===== src/rtl/stla_pkg.sv =====
// ----------------------------------------------------------------------------
// stla_pkg: shared types and constants for the session table
// Field widths, operation and event codes, register indexes and the packed
// transaction types of the request and response channels.
// ----------------------------------------------------------------------------
`default_nettype none

package stla_pkg;

  // Table geometry and field widths
  localparam int SLOTS        = 16;
  localparam int KEY_BITS     = 32;
  localparam int TIME_BITS    = 48;
  localparam int LIMIT_BITS   = 32;
  localparam int CAP_BITS     = 5;
  localparam int COUNT_BITS   = 5;
  localparam int OP_BITS      = 3;
  localparam int EV_BITS      = 3;
  localparam int CFG_IDX_BITS = 2;
  localparam int CFG_DATA_BITS = 32;

  // Register reset values
  localparam logic [CAP_BITS-1:0]   CAPACITY_RESET = 5'd16;
  localparam logic [LIMIT_BITS-1:0] LIMIT_RESET    = 32'd60000;

  // Register indexes
  localparam logic [CFG_IDX_BITS-1:0] REG_CAPACITY = 2'd0;
  localparam logic [CFG_IDX_BITS-1:0] REG_LIMIT    = 2'd1;

  // Operation codes
  localparam logic [OP_BITS-1:0] OP_ACQUIRE = 3'd0;
  localparam logic [OP_BITS-1:0] OP_LOOKUP  = 3'd1;
  localparam logic [OP_BITS-1:0] OP_RETIRE  = 3'd2;
  localparam logic [OP_BITS-1:0] OP_EXPIRE  = 3'd3;
  localparam logic [OP_BITS-1:0] OP_COUNT   = 3'd4;

  // Event codes
  localparam logic [EV_BITS-1:0] EV_HIT         = 3'd0;
  localparam logic [EV_BITS-1:0] EV_INSERTED    = 3'd1;
  localparam logic [EV_BITS-1:0] EV_EVICTED     = 3'd2;
  localparam logic [EV_BITS-1:0] EV_EXPIRED     = 3'd3;
  localparam logic [EV_BITS-1:0] EV_LOOKUP      = 3'd4;
  localparam logic [EV_BITS-1:0] EV_RETIRE_DONE = 3'd5;
  localparam logic [EV_BITS-1:0] EV_EXPIRE_DONE = 3'd6;
  localparam logic [EV_BITS-1:0] EV_COUNT       = 3'd7;

  typedef struct packed {
    logic [OP_BITS-1:0]   operation;
    logic [KEY_BITS-1:0]  session_key;
    logic [TIME_BITS-1:0] now_time;
  } req_item_t;

  typedef struct packed {
    logic [EV_BITS-1:0]    event_res;
    logic [KEY_BITS-1:0]   entry_key;
    logic                  present;
    logic                  retired;
    logic [COUNT_BITS-1:0] entry_count;
    logic                  last;
  } rsp_item_t;

endpackage

`default_nettype wire


===== src/rtl/stla_cmp.sv =====
// ----------------------------------------------------------------------------
// stla_cmp: shared add-and-compare unit
// Forms base + addend without overflow and tells whether it is below bound.
// Serves both the age search (addend zero) and the expiry test.
// ----------------------------------------------------------------------------
`default_nettype none

module stla_cmp (
  input  wire logic [stla_pkg::TIME_BITS-1:0]  base,
  input  wire logic [stla_pkg::LIMIT_BITS-1:0] addend,
  input  wire logic [stla_pkg::TIME_BITS-1:0]  bound,
  output logic                                 less
);

  localparam int SUM_W = ((stla_pkg::TIME_BITS > stla_pkg::LIMIT_BITS) ?
                          stla_pkg::TIME_BITS : stla_pkg::LIMIT_BITS) + 1;

  logic [SUM_W-1:0] sum;

  // Widen, add and compare
  always_comb begin
    sum  = SUM_W'(base) + SUM_W'(addend);
    less = sum < SUM_W'(bound);
  end

endmodule

`default_nettype wire


===== src/rtl/session_table_lru_aging.sv =====
// ----------------------------------------------------------------------------
// session_table_lru_aging: session table with LRU eviction and aging
// Keyed table of live sessions; acquire, lookup, retire, expire and count.
// ----------------------------------------------------------------------------
// Usage:
//   Request channel (req_valid/req_ready/req_item) takes one operation per
//   transaction; the block then works on it alone and drops req_ready.
//   Response channel (rsp_valid/rsp_ready/rsp_item) delivers one or more
//   results per request with a defined operation code; the final one carries last = 1.
//   Each request but count walks the table one slot per cycle, unless a
//   stalled receiver holds it, through one shared key/time memory read
//   port and one shared add-and-compare unit. Count goes straight to its
//   result; an acquire miss on a full table evicts the oldest entry, walks
//   again while still full, then inserts; each result waits for a free response register.
//   A single response register parts the channels: a new request can be
//   taken while the last result still waits for rsp_ready; a stalled
//   receiver holds the walk at the slot that has a result to report.
//   Reset (rst, synchronous) empties the table at once and restores
//   capacity 16 and inactivity limit 60000. Configuration writes through
//   cfg_wr_en/cfg_index/cfg_wr_data take effect on the next cycle.
// ----------------------------------------------------------------------------
`default_nettype none

module session_table_lru_aging #(
  parameter int SLOTS = stla_pkg::SLOTS
) (
  input  wire logic                                 clk,
  input  wire logic                                 rst,
  input  wire logic                                 req_valid,
  output logic                                      req_ready,
  input  wire stla_pkg::req_item_t                  req_item,
  output logic                                      rsp_valid,
  input  wire logic                                 rsp_ready,
  output stla_pkg::rsp_item_t                       rsp_item,
  input  wire logic                                 cfg_wr_en,
  input  wire logic [stla_pkg::CFG_IDX_BITS-1:0]    cfg_index,
  input  wire logic [stla_pkg::CFG_DATA_BITS-1:0]   cfg_wr_data
);

  localparam int SLOT_W = (SLOTS > 1) ? $clog2(SLOTS) : 1;
  localparam int CNT_W  = $clog2(SLOTS + 1);
  localparam int CMP_W  = (CNT_W > stla_pkg::CAP_BITS) ? CNT_W : stla_pkg::CAP_BITS;
  localparam logic [SLOT_W-1:0] LAST_SLOT = SLOT_W'(SLOTS - 1);

  localparam logic [2:0] S_IDLE   = 3'd0;
  localparam logic [2:0] S_SCAN   = 3'd1;
  localparam logic [2:0] S_EVICT  = 3'd2;
  localparam logic [2:0] S_INSERT = 3'd3;
  localparam logic [2:0] S_FIN    = 3'd4;

  // Control state
  logic [2:0]                          state;
  logic [SLOT_W-1:0]                   idx;
  logic [CNT_W-1:0]                    count;
  logic [SLOTS-1:0]                    valid;
  logic [SLOTS-1:0]                    retired;
  logic                                match_found;
  logic                                free_found;
  logic                                old_found;
  logic [stla_pkg::CAP_BITS-1:0]       capacity;
  logic [stla_pkg::LIMIT_BITS-1:0]     limit;

  // Request and search payload
  logic [stla_pkg::OP_BITS-1:0]        op_q;
  logic [stla_pkg::KEY_BITS-1:0]       key_q;
  logic [stla_pkg::TIME_BITS-1:0]      now_q;
  logic [SLOT_W-1:0]                   match_slot;
  logic [SLOT_W-1:0]                   free_slot;
  logic [SLOT_W-1:0]                   old_slot;
  logic [stla_pkg::TIME_BITS-1:0]      old_time;
  logic [stla_pkg::KEY_BITS-1:0]       old_key;

  // Key/time memory
  logic [stla_pkg::KEY_BITS-1:0]       key_mem  [SLOTS];
  logic [stla_pkg::TIME_BITS-1:0]      time_mem [SLOTS];
  logic [stla_pkg::KEY_BITS-1:0]       rd_key;
  logic [stla_pkg::TIME_BITS-1:0]      rd_time;
  logic [SLOT_W-1:0]                   rd_addr;
  logic                                mem_we;
  logic [SLOT_W-1:0]                   mem_wa;

  // Strobes and derived values
  logic                                req_accept;
  logic                                out_free;
  logic                                in_scan;
  logic                                slot_valid;
  logic                                key_hit;
  logic                                match_any;
  logic                                is_expire;
  logic                                cmp_less;
  logic [stla_pkg::LIMIT_BITS-1:0]     cmp_addend;
  logic [stla_pkg::TIME_BITS-1:0]      cmp_bound;
  logic [stla_pkg::LIMIT_BITS-1:0]     limit_eff;
  logic [CMP_W-1:0]                    cap_eff;
  logic [CNT_W-1:0]                    count_dec;
  logic [CNT_W-1:0]                    count_inc;
  logic                                full_now;
  logic                                full_after;
  logic                                exp_hit;
  logic                                emit_exp;
  logic                                scan_adv;
  logic                                scan_end;
  logic                                do_evict;
  logic                                do_insert;
  logic                                do_fin;
  logic                                rsp_load;
  stla_pkg::rsp_item_t                 rsp_d;

  assign req_ready  = (state == S_IDLE);
  assign req_accept = req_valid && req_ready;
  assign out_free   = !rsp_valid || rsp_ready;
  assign in_scan    = (state == S_SCAN);
  assign is_expire  = (op_q == stla_pkg::OP_EXPIRE);

  // Clamp the registers to their working range
  always_comb begin
    cap_eff = CMP_W'(capacity);
    if (cap_eff == '0) begin
      cap_eff = CMP_W'(1);
    end else if (cap_eff > CMP_W'(SLOTS)) begin
      cap_eff = CMP_W'(SLOTS);
    end
    limit_eff = (limit == '0) ? stla_pkg::LIMIT_BITS'(1) : limit;
  end

  assign count_dec  = count - CNT_W'(1);
  assign count_inc  = count + CNT_W'(1);
  assign full_now   = CMP_W'(count) >= cap_eff;
  assign full_after = CMP_W'(count_dec) >= cap_eff;

  // Shared compare: expiry test or age search
  assign cmp_addend = is_expire ? limit_eff : '0;
  assign cmp_bound  = is_expire ? now_q : old_time;

  stla_cmp u_cmp (
    .base   (rd_time),
    .addend (cmp_addend),
    .bound  (cmp_bound),
    .less   (cmp_less)
  );

  // Per-slot decisions during the walk
  assign slot_valid = valid[idx];
  assign key_hit    = slot_valid && (rd_key == key_q) && !is_expire;
  assign match_any  = match_found || key_hit;
  assign exp_hit    = in_scan && is_expire && slot_valid && cmp_less;
  assign emit_exp   = exp_hit && out_free;
  assign scan_adv   = in_scan && (!exp_hit || out_free);
  assign scan_end   = scan_adv && (idx == LAST_SLOT);
  assign do_evict   = (state == S_EVICT) && out_free;
  assign do_insert  = (state == S_INSERT) && out_free;
  assign do_fin     = (state == S_FIN) && out_free;
  assign rsp_load   = emit_exp || do_evict || do_insert || do_fin;

  // Memory port control: read ahead one slot while walking
  always_comb begin
    rd_addr = '0;
    if (in_scan) begin
      rd_addr = scan_adv ? SLOT_W'(idx + SLOT_W'(1)) : idx;
    end
    mem_we = do_insert || (do_fin && (op_q == stla_pkg::OP_ACQUIRE));
    mem_wa = do_insert ? free_slot : match_slot;
  end

  always_ff @(posedge clk) begin
    if (mem_we) begin
      key_mem[mem_wa]  <= key_q;
      time_mem[mem_wa] <= now_q;
    end
    rd_key  <= key_mem[rd_addr];
    rd_time <= time_mem[rd_addr];
  end

  // Build the next result
  always_comb begin
    rsp_d = '0;
    if (emit_exp) begin
      rsp_d.event_res   = stla_pkg::EV_EXPIRED;
      rsp_d.entry_key   = rd_key;
      rsp_d.retired     = retired[idx];
      rsp_d.entry_count = stla_pkg::COUNT_BITS'(count_dec);
    end else if (do_evict) begin
      rsp_d.event_res   = stla_pkg::EV_EVICTED;
      rsp_d.entry_key   = old_key;
      rsp_d.retired     = retired[old_slot];
      rsp_d.entry_count = stla_pkg::COUNT_BITS'(count_dec);
    end else if (do_insert) begin
      rsp_d.event_res   = stla_pkg::EV_INSERTED;
      rsp_d.entry_key   = key_q;
      rsp_d.entry_count = stla_pkg::COUNT_BITS'(count_inc);
      rsp_d.last        = 1'b1;
    end else begin
      rsp_d.entry_count = stla_pkg::COUNT_BITS'(count);
      rsp_d.last        = 1'b1;
      case (op_q)
        stla_pkg::OP_ACQUIRE: begin
          rsp_d.event_res = stla_pkg::EV_HIT;
          rsp_d.entry_key = key_q;
          rsp_d.present   = 1'b1;
          rsp_d.retired   = retired[match_slot];
        end
        stla_pkg::OP_LOOKUP: begin
          rsp_d.event_res = stla_pkg::EV_LOOKUP;
          rsp_d.entry_key = key_q;
          rsp_d.present   = match_found;
          rsp_d.retired   = match_found && retired[match_slot];
        end
        stla_pkg::OP_RETIRE: begin
          rsp_d.event_res = stla_pkg::EV_RETIRE_DONE;
          rsp_d.entry_key = key_q;
          rsp_d.present   = match_found;
          rsp_d.retired   = match_found;
        end
        stla_pkg::OP_EXPIRE: begin
          rsp_d.event_res = stla_pkg::EV_EXPIRE_DONE;
        end
        default: begin
          rsp_d.event_res = stla_pkg::EV_COUNT;
        end
      endcase
    end
  end

  // Sequencer, table flags, count, registers and response valid
  always_ff @(posedge clk) begin
    if (rst) begin
      state       <= S_IDLE;
      idx         <= '0;
      count       <= '0;
      valid       <= '0;
      retired     <= '0;
      match_found <= 1'b0;
      free_found  <= 1'b0;
      old_found   <= 1'b0;
      capacity    <= stla_pkg::CAPACITY_RESET;
      limit       <= stla_pkg::LIMIT_RESET;
      rsp_valid   <= 1'b0;
    end else begin
      // Configuration writes
      if (cfg_wr_en) begin
        case (cfg_index)
          stla_pkg::REG_CAPACITY: capacity <= cfg_wr_data[stla_pkg::CAP_BITS-1:0];
          stla_pkg::REG_LIMIT:    limit    <= cfg_wr_data[stla_pkg::LIMIT_BITS-1:0];
          default: ;
        endcase
      end

      // Response register
      if (rsp_load) begin
        rsp_valid <= 1'b1;
      end else if (rsp_ready) begin
        rsp_valid <= 1'b0;
      end

      case (state)
        S_IDLE: begin
          if (req_accept) begin
            idx         <= '0;
            match_found <= 1'b0;
            free_found  <= 1'b0;
            old_found   <= 1'b0;
            case (req_item.operation)
              stla_pkg::OP_ACQUIRE, stla_pkg::OP_LOOKUP,
              stla_pkg::OP_RETIRE, stla_pkg::OP_EXPIRE: state <= S_SCAN;
              stla_pkg::OP_COUNT: state <= S_FIN;
              default: state <= S_IDLE;
            endcase
          end
        end
        S_SCAN: begin
          if (scan_adv) begin
            idx <= SLOT_W'(idx + SLOT_W'(1));
            if (key_hit) begin
              match_found <= 1'b1;
            end
            if (!slot_valid) begin
              free_found <= 1'b1;
            end
            if (slot_valid && !is_expire) begin
              old_found <= 1'b1;
            end
          end
          // Drop an expired entry
          if (emit_exp) begin
            valid[idx]   <= 1'b0;
            retired[idx] <= 1'b0;
            count        <= count_dec;
          end
          if (scan_end) begin
            if ((op_q == stla_pkg::OP_ACQUIRE) && !match_any) begin
              state <= full_now ? S_EVICT : S_INSERT;
            end else begin
              state <= S_FIN;
            end
          end
        end
        S_EVICT: begin
          if (do_evict) begin
            valid[old_slot]   <= 1'b0;
            retired[old_slot] <= 1'b0;
            count             <= count_dec;
            free_found        <= 1'b1;
            if (full_after) begin
              // Walk again for the next oldest entry
              idx       <= '0;
              old_found <= 1'b0;
              state     <= S_SCAN;
            end else begin
              state <= S_INSERT;
            end
          end
        end
        S_INSERT: begin
          if (do_insert) begin
            valid[free_slot]   <= 1'b1;
            retired[free_slot] <= 1'b0;
            count              <= count_inc;
            state              <= S_IDLE;
          end
        end
        S_FIN: begin
          if (do_fin) begin
            if ((op_q == stla_pkg::OP_RETIRE) && match_found) begin
              retired[match_slot] <= 1'b1;
            end
            state <= S_IDLE;
          end
        end
        default: begin
          state <= S_IDLE;
        end
      endcase
    end
  end

  // Request capture, search results and response payload
  always_ff @(posedge clk) begin
    if (req_accept) begin
      op_q  <= req_item.operation;
      key_q <= req_item.session_key;
      now_q <= req_item.now_time;
    end
    if (scan_adv) begin
      if (key_hit && !match_found) begin
        match_slot <= idx;
      end
      if (!slot_valid && !free_found) begin
        free_slot <= idx;
      end
      // Strictly older wins, so ties keep the lowest slot
      if (slot_valid && !is_expire && (!old_found || cmp_less)) begin
        old_slot <= idx;
        old_time <= rd_time;
        old_key  <= rd_key;
      end
    end
    // The evicted slot becomes the lowest free one if it is below the rest
    if (do_evict && (!free_found || (old_slot < free_slot))) begin
      free_slot <= old_slot;
    end
    if (rsp_load) begin
      rsp_item <= rsp_d;
    end
  end

  // Checks
  a_count_tracks_valid: assert property (@(posedge clk) disable iff (rst)
    count == CNT_W'($countones(valid)))
    else $error("live count disagrees with valid bits");

  a_retired_only_live: assert property (@(posedge clk) disable iff (rst)
    (retired & ~valid) == '0)
    else $error("retired mark on an empty slot");

  a_last_ends_item: assert property (@(posedge clk) disable iff (rst)
    (rsp_load && rsp_d.last) |=> (state == S_IDLE))
    else $error("final result issued while the item is still in work");

  a_no_accept_busy: assert property (@(posedge clk) disable iff (rst)
    (state != S_IDLE) |-> !req_ready)
    else $error("request taken while an item is in work");

endmodule

`default_nettype wire

===== config.mk =====
export PLATFORM = sky130hd
export DESIGN_NAME = session_table_lru_aging
export DESIGN_NICKNAME = d
export VERILOG_FILES = /design/src/rtl/stla_pkg.sv /design/src/rtl/stla_cmp.sv /design/src/rtl/session_table_lru_aging.sv
export SDC_FILE = /design/constraint.sdc
export NUM_CORES = 2
export LEC_CHECK = 0
export ABC_AREA = 0
export ABC_CLOCK_PERIOD_IN_PS = 19950
export BUFFER_PORTS_ARGS = -buffer_cell sky130_fd_sc_hd__buf_4
export CELL_PAD_IN_SITES_DETAIL_PLACEMENT = 1
export CELL_PAD_IN_SITES_GLOBAL_PLACEMENT = 2
export CORE_MARGIN = 2
export CORE_UTILIZATION = 45
export DETAILED_ROUTE_END_ITERATION = 10
export GPL_TIMING_DRIVEN = 1
export PLACE_DENSITY = 0.8
export SETUP_SLACK_MARGIN = 0.05
export SLEW_MARGIN = 20
export SYNTH_ARGS = -nofsm -noshare
export SYNTH_HDL_FRONTEND = slang
export SYNTH_SLANG_ARGS = --single-unit

===== constraint.sdc =====
create_clock -name clk -period 19.95 [get_ports clk]
set_input_delay 1.995 -clock clk [delete_from_list [all_inputs] [get_ports clk]]
set_output_delay 1.995 -clock clk [all_outputs]
set_load 0.01 [all_outputs]

==> impl_metrics.csv <==
group,metric,value,unit
pwr,peakVddDrop,95.6,uV
sta,relSlewSlack,23.4,%
logic_synthesis,synthArstFlopShare,0,%
sta,hold_viol,0,
route,routed_via_density,6.17,
finish,drive_above_1_share,14.6,%
placement,gp_congestion,0.844,
cts,clock_latency,0.83,ns
route,drt_wl_total,236000,um
sta,finalMaxSlewViolations,0,
global_routing,grt_use_total,27.9,%
route,drtAntennaViolNets,0,
logic_synthesis,synth-simple-area-share,10.4,%
setup_path,cp.arrival,11.20,ns
cts,cts_buffer_depth,3,
finish,fin_nets,5977,
sta,fin_crit,10.48,ns
hold_path,min_to,"old_time[18]",
route,firstDrtPassIters,5,
finish,final.fill_count,16252,
cts,cts_num_sinks,1663,
finish,fin_area,82400,um^2
setup_path,rr_startpoint,"op_q[2]",
logic_synthesis,synth.area.mux_share,8.54,%
cts,cts_buffers,179,
setup_path,worstRegToRegCells,29,
finish,final_common_cell,"edfxtp_1",
floorplan,start_util,45.1,%
sta,fin_skew,0.0367,ns
logic_synthesis,ys_seq_elements,1663,
pwr,p_leak,27.1,nW
sta,post-route-period-util,52.5,%
sta,worst_hold_slack,0.457,ns
placement,dp_hpwl,127000,um
global_routing,grt_pass1_vias,51662,
route,post_drt_wl_per_cell,29.2,um
sta,setup_viol,0,
cts,cts_tree,"built",
hold_path,hold_start,"rd_time[18]",
global_routing,grt_overflow,0,
logic_synthesis,yosysWarnings,0,
placement,port_buffers,166,
logic_synthesis,synth-xor-area-share,0.981,%
floorplan,ios,167,
hold_path,hp-class,"flop to flop",
global_routing,antenna_found_initial,1,
logic_synthesis,yosysUniqueCellTypes,88,
setup_path,crit_buf_inv,3,
setup_path,cp_common_cell,"buf_4",
status,run_status,"finished clean",
logic_synthesis,synth_top_family_by_area,"simple AND/OR/NAND/NOR gates",
sta,setup_tns,0,ns
setup_path,crit_type,"flop to flop",
cts,ctsResizeCount,0,
cts,post_cts_buffers,0,
setup_path,cp-end-kind,"flop",
floorplan,die_area,166000,um^2
pwr,powerDensity,103,nW/um^2
sta,tightestPinTransition,1.15,ns
setup_path,worst_path_largest_cell_delay,0.80,ns
floorplan,core,162000,um^2
logic_synthesis,synth_edf_count,1498,
floorplan,rows,148,
global_routing,grt_max_degree,181,
cts,cts.root.buffer_cell,"clkbuf_16",
global_routing,grt_first_pass_wirelength,347000,um
logic_synthesis,syn_nets,5894,
route,vias,49901,
finish,n_antenna_cell,0,
floorplan,die-width,407,um
logic_synthesis,synthAdderAreaFrac,1.70,%
setup_path,reg2reg_slack,9.47,ns
logic_synthesis,synthFlopType,"edfxtp_1",
placement,dpl_cell_area,76600,um^2
setup_path,path_max_fanout,97,
sta,fmax,95.4,MHz
logic_synthesis,netlist_area,73200,um^2
logic_synthesis,syn_avg_cell_area,12.9,um^2
setup_path,crit_required,20.67,ns
cts,hold_buffers,0,
hold_path,min_delay_path_depth,0,
setup_path,critPathSlowestCell,"and3b_4",
finish,syn2layout_area_growth,12.6,%
logic_synthesis,syn_inst,5673,
setup_path,rr_endpoint,"rd_time[30]",
floorplan,die_h,407,um
logic_synthesis,seq_area_frac_synth,66.0,%
cts,cts-htree-levels,4,
route,drcViolationCount,0,
run,drv_cap,0,
setup_path,cpLargestDelayFamily,"compound AO/OA/AOI/OAI gates",
finish,layout_common_cells,"edfxtp_1 (1,498), nand2_1 (1,176), a21oi_1 (586), buf_4 (259), mux2_2 (250)",
setup_path,start_kind,"flop",
pwr,power.total,0.00850,W
sta,rsz0062_at_grt,"no",
logic_synthesis,synth_compound_area_share,10.0,%
cts,cts.clk_slew.worst_paths,0.06,ns
route,dr.first_iter.drc_count,4897,
Yosys cell counts (3+ instances only):
| cell | instances | share of area, % |
|---|---|---|
| o31ai_1 | 3 | 0.031 |
| o21ai_0 | 50 | 0.34 |
| nand4_1 | 18 | 0.15 |
| nand3_1 | 50 | 0.34 |
| o2111ai_1 | 98 | 1.2 |
| nor2_1 | 84 | 0.43 |
| nor3_1 | 31 | 0.21 |
| o21bai_1 | 6 | 0.062 |
| and4_1 | 4 | 0.048 |
| and3_1 | 8 | 0.068 |
| mux2_1 | 76 | 1.2 |
| a21o_1 | 21 | 0.22 |
| nand2b_1 | 12 | 0.10 |
| a31o_2 | 4 | 0.048 |
| nor4_1 | 11 | 0.094 |
| buf_1 | 15 | 0.077 |
| a21boi_0 | 3 | 0.031 |
| xnor2_1 | 66 | 0.79 |
| buf_4 | 10 | 0.10 |
| o21ai_2 | 3 | 0.036 |
| or3_1 | 241 | 2.1 |
| dfxtp_1 | 165 | 4.5 |
| a22oi_1 | 36 | 0.37 |
| o22ai_1 | 3 | 0.026 |
| mux2i_1 | 213 | 2.9 |
| a31oi_1 | 15 | 0.13 |
| clkbuf_1 | 275 | 1.4 |
| a211oi_1 | 40 | 0.41 |
| o21a_1 | 6 | 0.062 |
| nor2b_1 | 21 | 0.18 |
| mux2_2 | 250 | 3.8 |
| buf_2 | 39 | 0.27 |
| ha_1 | 98 | 1.7 |
| mux4_2 | 20 | 0.62 |
| a21oi_1 | 586 | 4.0 |
| nand2_1 | 1177 | 6.0 |
| and2_1 | 38 | 0.32 |
| inv_1 | 28 | 0.14 |
| edfxtp_1 | 1498 | 61 |
| buf_6 | 24 | 0.37 |
| o211ai_1 | 245 | 2.5 |
| nor3b_1 | 5 | 0.051 |
| a311oi_1 | 5 | 0.060 |
| xor2_1 | 16 | 0.19 |
per-layer routing:
layer | GRT usage, % | part of all wire [%] | vias to the layer above
met5 | 0 | 0 | -
met2 | 45.0 | 47 | 1882
met1 | 39.8 | 44 | 26165
li1 | - | - | 21475
met4 | 7.54 | 2.5 | 0
met3 | 3.63 | 6.5 | 379
metrics by stage:
step	worst slack [ns]	utilization (%)	cells
final	9.47	50.8	8084
after global routing	8.89	50.8	8084
after CTS	9.47	50.8	8084
after detailed placement	9.50	47.2	7750
after global placement	9.61	47.2	7749
after floorplan	6.63	-	5673
worst max path at each step:
stage | from | to | slack (ns) | cells after the start
global placement | op_q[2] | rd_time[34] | 9.61 | 29
finish | op_q[2] | rd_time[30] | 9.47 | 29
CTS | op_q[2] | rd_time[30] | 9.47 | 29
detailed placement | op_q[2] | rd_time[30] | 9.50 | 29
floorplan | op_q[2] | old_key[0] | 6.63 | 29
global route | op_q[2] | rd_time[30] | 8.89 | 29
where the power goes:
| group | switching, W | internal [W] |
|---|---|---|
| registers | 0.000191 | 0.00397 |
| clock network | 0.00142 | 0.00187 |
| logic | 0.000666 | 0.000377 |
final cells by class:
cell class                 count  area (um^2)  share of cell area, %
clock inverter                90          881                   1.07
clock buffer                 244         4890                   5.94
timing repair buffer         266         2080                   2.52
multi-input combinational   3616        23400                   28.4
sequential                  1663        48300                   58.6
inverter                      30          123                  0.149
tap                         2175         2720                   3.30
registers in the layout, indices dropped and copies added (netlist names), 5 cells and up:
signal,count
capacity,5
count,5
key_mem,512
key_q,32
limit,32
now_q,48
old_key,32
old_time,48
rd_key,32
rd_time,48
retired,16
rsp_item,43
time_mem,768
valid,16
logic make-up (layout without fill, tap and decap cells):
kind of cell | after synthesis | in the layout
and+or+nand+nor | 1718 | 1718
DFF | 1663 | 1663
muxes | 559 | 559
AOI/OAI and AO/OA | 1158 | 1158
xor gates and xnor gates | 82 | 82
adders and majority gates | 99 | 99
buffers and inverters | 394 | 630
(Power assumes the default switching activity.)
